`config.mk`:
```
export PLATFORM = sky130hd
export DESIGN_NAME = hsbd_cfg
export DESIGN_NICKNAME = d
export VERILOG_FILES = /design/src/rtl/hsbd_pkg.sv /design/src/rtl/hsbd_cfg.sv
export SDC_FILE = /design/constraint.sdc
export NUM_CORES = 1
export LEC_CHECK = 0
export CORE_ASPECT_RATIO = 1.5
export CORE_MARGIN = 4
export CORE_UTILIZATION = 40
export DETAILED_ROUTE_END_ITERATION = 10
export DONT_BUFFER_PORTS = 1
export GPL_ROUTABILITY_DRIVEN = 0
export PLACE_DENSITY_LB_ADDON = 0.3
export REMOVE_ABC_BUFFERS = 1
export SLEW_MARGIN = 10
export SYNTH_ARGS = -nofsm -noshare
export SYNTH_HDL_FRONTEND = slang
export SYNTH_SLANG_ARGS = --single-unit
```
`constraint.sdc`:
```
create_clock -name aclk -period 4.91 [get_ports aclk]
set_clock_uncertainty 0.05 [all_clocks]
set_input_delay 0.2455 -clock aclk [delete_from_list [all_inputs] [get_ports aclk]]
set_output_delay 0.2455 -clock aclk [all_outputs]
set_load 0.02 [all_outputs]
```
`src/rtl/hsbd_pkg.sv`:
```
// Shared types and constants for the half-scale box downsampler.
`timescale 1ns / 1ps
`default_nettype none

package hsbd_pkg;

    // Field and register widths.
    localparam int PIXEL_W = 8;
    localparam int LEN_W   = 12;
    localparam int TOT_W   = 16;
    localparam int PAIR_W  = 9;
    localparam int SUM_W   = 10;
    localparam int APB_AW  = 3;
    localparam int APB_DW  = 32;

    // Register reset values.
    localparam logic [LEN_W-1:0] LINE_LENGTH_RST = 12'd640;
    localparam logic [TOT_W-1:0] LINE_TOTAL_RST  = 16'd480;

    // Register selects, taken from address bit 2.
    typedef enum logic {
        REG_LINE_LENGTH = 1'b0,
        REG_LINE_TOTAL  = 1'b1
    } reg_sel_t;

    // Effective frame geometry handed from the register block to the datapath.
    typedef struct packed {
        logic [LEN_W-1:0] len;
        logic [TOT_W-1:0] tot;
        logic [LEN_W-1:0] last_col;
        logic [TOT_W-1:0] last_line;
    } geometry_t;

endpackage : hsbd_pkg

`default_nettype wire

```
`src/rtl/hsbd_cfg.sv`:
```
// APB register block and effective frame geometry for the downsampler.
`timescale 1ns / 1ps
`default_nettype none

module hsbd_cfg #(
    parameter int MAX_LINE = 2048
) (
    input  wire logic                          aclk,
    input  wire logic                          aresetn,
    input  wire logic                          psel,
    input  wire logic                          penable,
    input  wire logic                          pwrite,
    input  wire logic [hsbd_pkg::APB_AW-1:0]   paddr,
    input  wire logic [hsbd_pkg::APB_DW-1:0]   pwdata,
    output logic      [hsbd_pkg::APB_DW-1:0]   prdata,
    output logic                               pready,
    output hsbd_pkg::geometry_t                geom
);
    import hsbd_pkg::*;

    // Largest line length that the 12-bit register can ask for and the store can hold.
    localparam int MaxLen = (MAX_LINE > 4095) ? 4095 : MAX_LINE;

    logic [LEN_W-1:0] line_length_reg;
    logic [TOT_W-1:0] line_total_reg;
    logic             wr_en;
    reg_sel_t         sel;
    logic [LEN_W-1:0] len_eff;
    logic [TOT_W-1:0] tot_eff;

    assign pready = 1'b1;
    assign wr_en  = psel && penable && pwrite && pready;
    assign sel    = reg_sel_t'(paddr[2]);

    // Register writes.
    always_ff @(posedge aclk) begin
        if (!aresetn) begin
            line_length_reg <= LINE_LENGTH_RST;
            line_total_reg  <= LINE_TOTAL_RST;
        end else if (wr_en) begin
            unique case (sel)
                REG_LINE_LENGTH: line_length_reg <= pwdata[LEN_W-1:0];
                REG_LINE_TOTAL:  line_total_reg  <= pwdata[TOT_W-1:0];
                default: ;
            endcase
        end
    end

    // Register reads.
    always_comb begin
        unique case (sel)
            REG_LINE_LENGTH: prdata = {{(APB_DW-LEN_W){1'b0}}, line_length_reg};
            REG_LINE_TOTAL:  prdata = {{(APB_DW-TOT_W){1'b0}}, line_total_reg};
            default:         prdata = '0;
        endcase
    end

    // A zero size acts as one; a line longer than the store is clipped.
    always_comb begin
        if (line_length_reg == '0) begin
            len_eff = LEN_W'(1);
        end else if (32'(line_length_reg) > MaxLen) begin
            len_eff = LEN_W'(MaxLen);
        end else begin
            len_eff = line_length_reg;
        end
        tot_eff = (line_total_reg == '0) ? TOT_W'(1) : line_total_reg;
    end

    // Last odd column and last odd line of the frame. With fewer than two
    // columns or lines these wrap, but then nothing is ever emitted.
    assign geom.len       = len_eff;
    assign geom.tot       = tot_eff;
    assign geom.last_col  = {len_eff[LEN_W-1:1], 1'b0} - LEN_W'(1);
    assign geom.last_line = {tot_eff[TOT_W-1:1], 1'b0} - TOT_W'(1);

endmodule : hsbd_cfg

`default_nettype wire

```
* Word level (Yosys, flattened, before mapping)
Cells that the tools add are included.
** Operators by class
- Add/sub/neg operators :: 2
- $lt $le $gt $ge :: 1
- Multiplexer cells :: 4
- Bitwise gates (word level) :: 1
- Reductions and logical operators :: 6
** Operator list (count)
- $pmux W32 S2 :: 1
- $mux W12 :: 2
- $logic_not A16 Y1 :: 1
- $mux W16 :: 1
- $sub A16 B1 Y16 const B :: 1
- $gt A12 B12 Y1 const B :: 1
- $logic_not A12 Y1 :: 1
- $sub A12 B1 Y12 const B :: 1
- $reduce_and A2 Y1 :: 2
- $logic_and A1 B1 Y1 :: 2
- $not A1 Y1 :: 1
** Storage, ports and cells
- Bits in registers :: 28
- Input bits :: 40
- Output and inout port bits :: 89
- Logic and storage cells :: 16

* Longest topological paths before layout
Gate-level depths: netlist of run 1.
- Word-level depth :: 4
- Gate-level depth with buffers :: 7
- Mapped depth without buffers :: 6

* Least setup slack after synthesis of run 1
No wires, ideal clock.
- Path type :: reg2out
- From :: register line_length_reg[11]
- To :: output port geom[27] (netlist bit)
- Data arrival time :: 2099 ps
- Data required time :: 4615 ps
- Path slack :: 2515 ps
- Stages on the path, launching flop included :: 8
- Buffers on the path :: 1
- Path through :: dfxtp_1 buf_1 nor2b_1 inv_1 ha_1 nand2b_1 or4_1 o21ai_0
** RTL lines
- from (decl) :: RTL line hsbd_cfg.sv:24 : logic [LEN_W-1:0] line_length_reg;
- from (signal assigned) :: RTL line hsbd_cfg.sv:42 : REG_LINE_LENGTH: line_length_reg <= pwdata[LEN_W-1:0];
- to (decl) :: RTL line hsbd_cfg.sv:17 : output hsbd_pkg::geometry_t geom

==> results.cfg, run 1 <==
[drt]
ant_nets = 0
drc = 0
num_vias = 1686
drtIter0Drc = 81
viasPerCell = 5.37
wl_per_cell_um = 17.4
firstDrtPassIters = 4
finalWirelength_mm = 5.46

[clocking]
ctsRootBufferMaster = clkbuf_8
clock_latency_ns = 0.27
cts_sinks = 28
clk_pin_slew_worst_paths_ns = 0.10
clockBufferDepth = 2
cts_inserted_buffers = 3
cts_tree = yes
htree_levels = 1

[timing]
max_freq_mhz = 330
timing.final.crit_share_pct = 61.7
max_slew.worst_pin.slew_ns = 0.805
maxSlewHeadroom_pct = 45.9
setup_violations = 0
rsz0062_at_grt = no
drv_slew = 0
hold_viol_final = 0
period_needed_ns = 3.03
final.setup.tns_ns = 0

[logic_synthesis]
syn_area_per_cell_um2 = 7.32
synthTopCellsByCount = nand2_1, clkbuf_1, dfxtp_1, a21boi_0, buf_4
async_reset_ff_share_pct = 0
synth_seq_area_share_pct = 27.2
yosys_warnings = 0
synth_most_common_cell = nand2_1
syn_area_um2 = 2060
ys_ff_latch = 28
synth_cell_types = 40
synth.largest_area_cell = dfxtp_1
synthFlopType = dfxtp_1
netlist_instances = 282
synth_area_leaders = dfxtp_1, nand2_1, a21boi_0, buf_4, clkbuf_1
synth_top_area_share_pct = 27.2
synth_edf_count = 0

[floorplanning]
die_area_um2 = 6390
initial_utilization_pct = 41.9
io_pins = 129
die_h_um = 96.0
coreArea_um2 = 4930
chipWidth_um = 66.6
rows = 31

[critical_path]
crit_path_end_kind = output port
worst-setup-path-type = flip-flop to output port
r2r_start = line_length_reg[11]
start_kind = flip-flop
cp_cell_sequence = nor2b_1 > inv_1 > ha_1 > nand2b_1 > or4_1 > o21ai_0
r2r_setup_slack_ns = 3.78
worstReg2RegEnd = line_length_reg[11]
crit_arrival_ns = 2.73
critPathMaxStageDelay_ns = 0.76
crit_required_ns = 4.61
slowest_stage = dfxtp_1
critical_path.top_delay_family = simple AND/OR/NAND/NOR gates
crit_fanout = 14
rr_worst_depth = 2
crit_buf_inv = 1

[finish]
drive_gt1_share_pct = 7.26
design_area_um2 = 1990
nFillCells = 534
diodes = 0
largest_reg_flops = 16
syn2layout_area_growth_pct = -3.34
nets = 291
final_util_pct = 40.5

[run]
drv_cap = 0

[placement]
place.detailed.hpwl_mm = 4.16
placed_area_um2 = 1910
port-buffer-count = 0

[global_routing]
grt_pass1_wl_mm = 8.32
grt_pass1_vias = 1595
grt_usage_pct = 17.0
antenna_found_initial = 0
overflow = 0
grt_max_degree = 24

[power_and_ir_drop]
p_per_area_nw_per_um2 = 256
ir_drop_mv = 0.120
power_leakage_uw = 0.000748

[hold_path]
hold_class = input pin to flip-flop
hold_path_depth = 2
min_from = pwdata[6]
holdPathEnd = line_total_reg[6]

[run_status]
status = complete, no violations
-- how the worst max path moves through the flow --
stage                              from        to  slack (ns)  depth (start not counted)
finish              line_length_reg[11]  geom[27]        1.88                          6
global route        line_length_reg[11]  geom[27]        1.71                          6
CTS                 line_length_reg[11]  geom[27]        1.83                          6
detailed placement  line_length_reg[11]  geom[27]        2.15                          6
global placement    line_length_reg[11]  geom[27]        2.19                          6
floorplan           line_length_reg[11]  geom[27]        2.49                          6
-- per-layer routing --
layer | part of all wire [%] | track usage [%]
met1 | 37 | 19.7
met4 | 2.5 | 6.95
met5 | 0 | 0
met2 | 53 | 30.4
met3 | 7.5 | 2.80
-- cell usage in the layout, fill, tap and decap left out, drive strengths merged, types with 7 or more instances in the layout --
cell type,netlist,final
a21boi,22,22
and2,7,7
conb,2,19
dfxtp,28,28
inv,8,8
mux2,10,10
nand2,63,63
nand3,12,12
nor2b,7,7
xnor2,10,10
-- metrics by stage --
stage	setup WS (ns)	total power (uW)	instances	hold slack [ns]
global placement	2.19	334	309	0.271
global route	1.71	534	314	0.0350
floorplan	2.49	323	243	0.267
detailed placement	2.15	335	309	0.275
CTS	1.83	519	314	0.0311
finish	1.88	512	314	0.0372
-- report_power, final --
group          switching [uW]  internal (uW)  total [uW]
sequential               14.5            232         247
clock                    71.9            109         181
combinational            60.0           23.4        83.5
-- final cells by class --
type / count / area [um^2] / share of cell area [%]
timing repair buffer: 1 / 10.0 / 0.502
sequential: 28 / 561 / 28.1
tap: 66 / 82.6 / 4.14
clock buffer: 3 / 41.3 / 2.07
multi-input combinational: 207 / 1240 / 62.2
clock inverter: 1 / 30.0 / 1.51
inverter: 8 / 30.0 / 1.51
-- cell families after synthesis --
| group | after synthesis | synth area share, % |
|---|---|---|
| mux | 10 | 5.46 |
| compound gates | 39 | 14.4 |
| other cells | 2 | 0.364 |
| flops | 28 | 27.2 |
| xor+xnor | 13 | 5.52 |
| fa+ha+maj | 2 | 1.21 |
| simple gates | 124 | 30.0 |
| buf+inv | 64 | 15.8 |
-- timing repair --
action,CTS,global route
hold buffers,1,0
endpoints found under the hold margin,6,0
setup buffers,0,0
gates resized for setup,0,0
Note: power is estimated with default switching activity, not from simulation.
==> inputs of run 2 (changes only) <==
Settings changed: ABC_AREA from default to 1.
Clock period 4.91 ns to 3.2 ns, I/O delays scaled along.
==> run 2 against run 1 <==
Net effect: count of clock-buffer cells in the layout did not move; core utilization rose by 3.3 points; area after synthesis fell by 2.9%; synthesized cell count rose by 11%; routed wire length fell by 3.5%; total power rose by 68%; sequential share of layout area fell by 1.7 points; global-route usage fell by 0.72 points; critical path depth rose by 5; largest power group unchanged.
==> results.cfg, run 2 <==
[run_status]
status = complete, no violations

[logic_synthesis]
synthSimpleGateAreaFrac_pct = 27.5
synthAdderAreaFrac_pct = 1.25
syn_area_um2 = 2000
synth.largest_area_cell = dfxtp_1
yosys_warnings = 0
synth_cell_types = 34
synth_area_leaders = dfxtp_1, o21ai_0, nand2_1, nor2_1, buf_4
synth_top_family_by_area = simple AND/OR/NAND/NOR gates
syn_area_per_cell_um2 = 6.42
synthFlopType = dfxtp_1
synth_edf_count = 0
netlist_instances = 312
synth_compound_area_share_pct = 16.7
async_reset_ff_share_pct = 0
ys_ff_latch = 28
synth_most_common_cell = nand2_1
synth_top_area_share_pct = 28.0
synthTopCellsByCount = nand2_1, nor2_1, o21ai_0, inv_1, dfxtp_1
synth-xor-area-share_pct = 6.99
synth_seq_area_share_pct = 28.0
synth_mux_area_share_pct = 0

[floorplanning]
coreArea_um2 = 4850
io_pins = 129
rows = 31
die_area_um2 = 6230
chipWidth_um = 65.8
die_h_um = 94.7
initial_utilization_pct = 41.3

[timing]
period_needed_ns = 2.61
final.setup.tns_ns = 0
max_slew.worst_pin.slew_ns = 0.819
setup_violations = 0
maxSlewHeadroom_pct = 44.8
timing.final.crit_share_pct = 81.6
hold_viol_final = 0
max_freq_mhz = 383
worst_slack_ns = 0.587
rsz0062_at_grt = no
drv_slew = 0

[finish]
layout_commonest_cell = nand2_1
final_cell_mix = nand2_1, nor2_1, o21ai_0
nets = 347
syn2layout_area_growth_pct = 5.93
fin_cells = 370
largest_reg_flops = 16
nFillCells = 507
drive_gt1_share_pct = 9.87
diodes = 0

[critical_path]
worst-setup-path-type = flip-flop to output port
crit_path_end_kind = output port
start_kind = flip-flop
rr_worst_depth = 3
crit_fanout = 9
crit_arrival_ns = 2.40
crit_required_ns = 2.99

[drt]
ant_nets = 0
drtIter0Drc = 48
viasPerCell = 4.76
finalWirelength_mm = 5.27
num_vias = 1760
wl_per_cell_um = 14.2
drc = 0
firstDrtPassIters = 4

[global_routing]
grt_max_degree = 26
grt_pass1_wl_mm = 7.89
overflow = 0
antenna_found_initial = 0
grt_usage_pct = 16.3
grt_pass1_vias = 1621

[placement]
pre_cts_ws_ns = 0.844
port-buffer-count = 0
place.detailed.hpwl_mm = 4.14
dp.cells = 352

[clocking]
clockBufferDepth = 2
post_cts_buffers = 0
cts_tree = yes
cts_inserted_buffers = 3
htree_levels = 1
clk_pin_slew_worst_paths_ns = 0.10
ctsRootBufferMaster = clkbuf_8
clock_latency_ns = 0.27
cts_sinks = 28

[hold_path]
hold_path_depth = 2
hold_class = input pin to flip-flop

[power_and_ir_drop]
ir_drop_mv = 0.242
p_total_uw = 858
power_leakage_uw = 0.00101
swShare_pct = 32.8
p_per_area_nw_per_um2 = 404
p_clk_share_pct = 32.2
p_seq_share_pct = 45.1
p_int_uw = 576
combPwrFrac_pct = 22.7
p_sw_uw = 282

[run]
drv_cap = 0
==> run 2: cell count changes after synthesis, moves of 10 or more <==
cell and change:
clkbuf_1 -12, nor2_1 +39, inv_1 +22, o21ai_0 +32, a21boi_0 -22, a21oi_1 +14
nand2_1 -16, mux2_2 -10
==> run 2: final timing paths <==
kind | startpoint | endpoint | slack, ns
max | line_length_reg[3] | geom[23] | 0.59
min | pwdata[13] | line_total_reg[13] | 0.01
max reg2reg | line_total_reg[7] | line_total_reg[7] | 1.83
min reg2reg | line_total_reg[0] | line_total_reg[0] | 0.46
==> run 2: per-layer routing <==
layer / vias to the layer above / wire length [um] / global-route usage [%]
met4: 0 / 77 / 5.36
met1: 776 / 1970 / 17.5
met3: 4 / 365 / 2.26
met5: - / 0 / 0
li1: 917 / - / -
met2: 63 / 2850 / 31.5
==> run 2: layout make-up <==
type	count	area [um^2]	share of cell area (%)
timing repair buffer	15	148	6.95
sequential	28	561	26.4
inverter	37	139	6.54
multi-input combinational	220	1120	52.9
tap	66	82.6	3.89
clock buffer	3	41.3	1.94
clock inverter	1	30.0	1.41
==> run 2: power groups by stage <==
stage / clock (uW) / sequential, uW / combinational, uW
2_1_floorplan: 0 / 390 / 157
3_3_place_gp: 0 / 395 / 176
3_5_place_dp: 0 / 395 / 178
4_1_cts: 282 / 387 / 196
5_1_grt: 289 / 389 / 213
6_report: 276 / 387 / 195
==> run 2: cells by family after synthesis <==
group	Yosys count
fa+ha+maj	2
xor+xnor	16
simple gates	120
flops	28
buf+inv	81
compound gates	63
other cells	2
==> run 2: worst max-delay path: stages (launching register included) <==
cell and delay [ns]:
dfxtp_1 0.39, nor2_1 0.11, nand2_1 0.06, nor2_1 0.11, nand2_2 0.08, nand2_4 0.13
inv_2 0.06, nor2_1 0.35, inv_1 0.08, ha_1 0.24, nand3_2 0.13, xor2_1 0.39
==> run 2: timing repair <==
item | CTS | global route
gates resized for setup | 0 | 0
setup endpoints to repair | 0 | 0
endpoints found under the hold margin | 28 | 0
hold buffers | 14 | 0
==> run 2: stage by stage <==
step	hold WS, ns	utilization (%)	instance area, um^2
floorplan	0.195	-	1820
global placement	0.200	39.4	1910
detailed placement	0.202	39.4	1910
CTS	0.0194	43.8	2120
global route	0.0324	43.8	2120
finish	0.0144	43.8	2120
==> inputs of run 3 (changes only) <==
Clock period 3.2 ns to 2.35 ns, I/O delays scaled along.
==> run 3 against run 2 <==
Net effect: total power increased by 29%; design area grew 6.1%; combinational power is 51% higher; sequential power grew 35%; via count increased by 5.8%; global-route usage down 0.061 points; sequential cell count did not move; critical endpoint is now geom[15]; non-clock buffer count grew 18.
==> results.cfg, run 3 (synthesis gave the netlist of run 2 again) <==
[finish]
design_area_um2 = 2250
drive_gt1_share_pct = 14.6
syn2layout_area_growth_pct = 12.4
nets = 365
largest_reg_flops = 16
diodes = 0
final_cell_mix = nand2_1, nor2_1, o21ai_0
layout_commonest_cell = nand2_1

[power_and_ir_drop]
combPwrFrac_pct = 26.5
p_int_uw = 726
p_clk_share_pct = 26.2
power_leakage_uw = 0.00109
swShare_pct = 34.4
ir_drop_mv = 0.300
p_seq_share_pct = 47.3
p_per_area_nw_per_um2 = 491
p_sw_uw = 381

[timing]
max_slew.worst_pin.slew_ns = 0.789
drv_slew = 0
whs_ns = 0.00176
worst_slack_ns = 0.215
timing.final.crit_share_pct = 90.9
max_freq_mhz = 468
period_needed_ns = 2.14
final.setup.tns_ns = 0
rsz0062_at_grt = no
setup_violations = 0
maxSlewHeadroom_pct = 47.2
hold_viol_final = 0

[critical_path]
critPathMaxStageDelay_ns = 0.41
crit_buf_inv = 2
crit_required_ns = 2.18
critical_path.top_delay_family = simple AND/OR/NAND/NOR gates
cp_cell_sequence = inv_1 > ha_1 > nand2_1 > nor2_4 > nand2_2 > nor4_2 > xor2_1 > buf_4
start_kind = flip-flop
worstReg2RegEnd = line_total_reg[6]
crit_arrival_ns = 1.97
crit_path_end_kind = output port
rr_worst_depth = 3
r2r_setup_slack_ns = 0.98
worst-setup-path-type = flip-flop to output port
crit_fanout = 4
r2r_start = line_total_reg[6]
slowest_stage = dfxtp_1

[hold_path]
holdPathEnd = line_total_reg[0]
hold_path_depth = 2
min_from = pwdata[0]
hold_class = input pin to flip-flop

[drt]
drtIter0Drc = 38
finalWirelength_mm = 5.26
firstDrtPassIters = 4
wl_per_cell_um = 13.6
ant_nets = 0
viasPerCell = 4.80
drc = 0
num_vias = 1862

[clocking]
clock_latency_ns = 0.27
clk_pin_slew_worst_paths_ns = 0.09
htree_levels = 1
cts_sinks = 28
clockBufferDepth = 2
cts_inserted_buffers = 3
ctsRootBufferMaster = clkbuf_8
cts_tree = yes

[run]
drv_cap = 0

[global_routing]
grt_usage_pct = 16.2
grt_pass1_wl_mm = 7.93
overflow = 0
use_met2_pct = 30.9
grtUsageMet1_pct = 17.8
use_met3_pct = 2.26
grt_max_degree = 26
grt.busiest_layer = met2
antenna_found_initial = 0
grt_pass1_vias = 1681

[floorplanning]
initial_utilization_pct = 41.3
die_area_um2 = 6230
io_pins = 129
coreArea_um2 = 4850
chipWidth_um = 65.8
rows = 31
die_h_um = 94.7

[placement]
port-buffer-count = 0
pre_cts_ws_ns = 0.428
placed_area_um2 = 2020
place.detailed.hpwl_mm = 4.22

[run_status]
status = complete, no violations
[run 3: layer usage]
metal	share of wire, %	wire, um	up-vias
li1	-	-	954
met4	1.5	78	0
met3	8.0	422	7
met1	37	1940	825
met2	54	2820	76
met5	0	0	-
[run 3: power by group through the flow]
stage          registers [uW]  logic [uW]  clock network, uW
6_report                  524         294                289
5_1_grt                   527         320                313
4_1_cts                   524         295                294
3_5_place_dp              535         264                  0
3_3_place_gp              535         262                  0
2_1_floorplan             532         214                  0
[run 3: timing repair]
item,CTS,global route
buffers inserted,0,0
hold buffers,17,0
setup endpoints to repair,0,4
resized for setup,0,2
endpoints found under the hold margin,28,0
[run 3: stage by stage]
step	power (uW)	cells	util, %
2_1_floorplan	745	285	-
6_report	1110	388	46.5
3_3_place_gp	797	367	41.8
3_5_place_dp	799	367	41.8
4_1_cts	1110	388	46.4
5_1_grt	1160	388	46.5
[run 3: layout make-up]
cell class | instances | area, um^2
clock buffer | 4 | 55.1
inverter | 37 | 139
timing repair buffer | 33 | 290
fill | 521 | 2590
multi-input combinational | 220 | 1120
tap | 66 | 82.6
sequential | 28 | 562
[run 3: how the worst max path moves through the flow]
stage | from | endpoint | slack (ns) | cells past startpoint
after floorplan | line_length_reg[3] | geom[23] | 0.27 | 11
after global placement | line_length_reg[3] | geom[23] | 0.46 | 12
after detailed placement | line_length_reg[3] | geom[23] | 0.43 | 12
after CTS | line_length_reg[3] | geom[23] | 0.12 | 12
after global routing | line_length_reg[5] | geom[23] | 0.03 | 12
final | line_total_reg[2] | geom[15] | 0.21 | 8
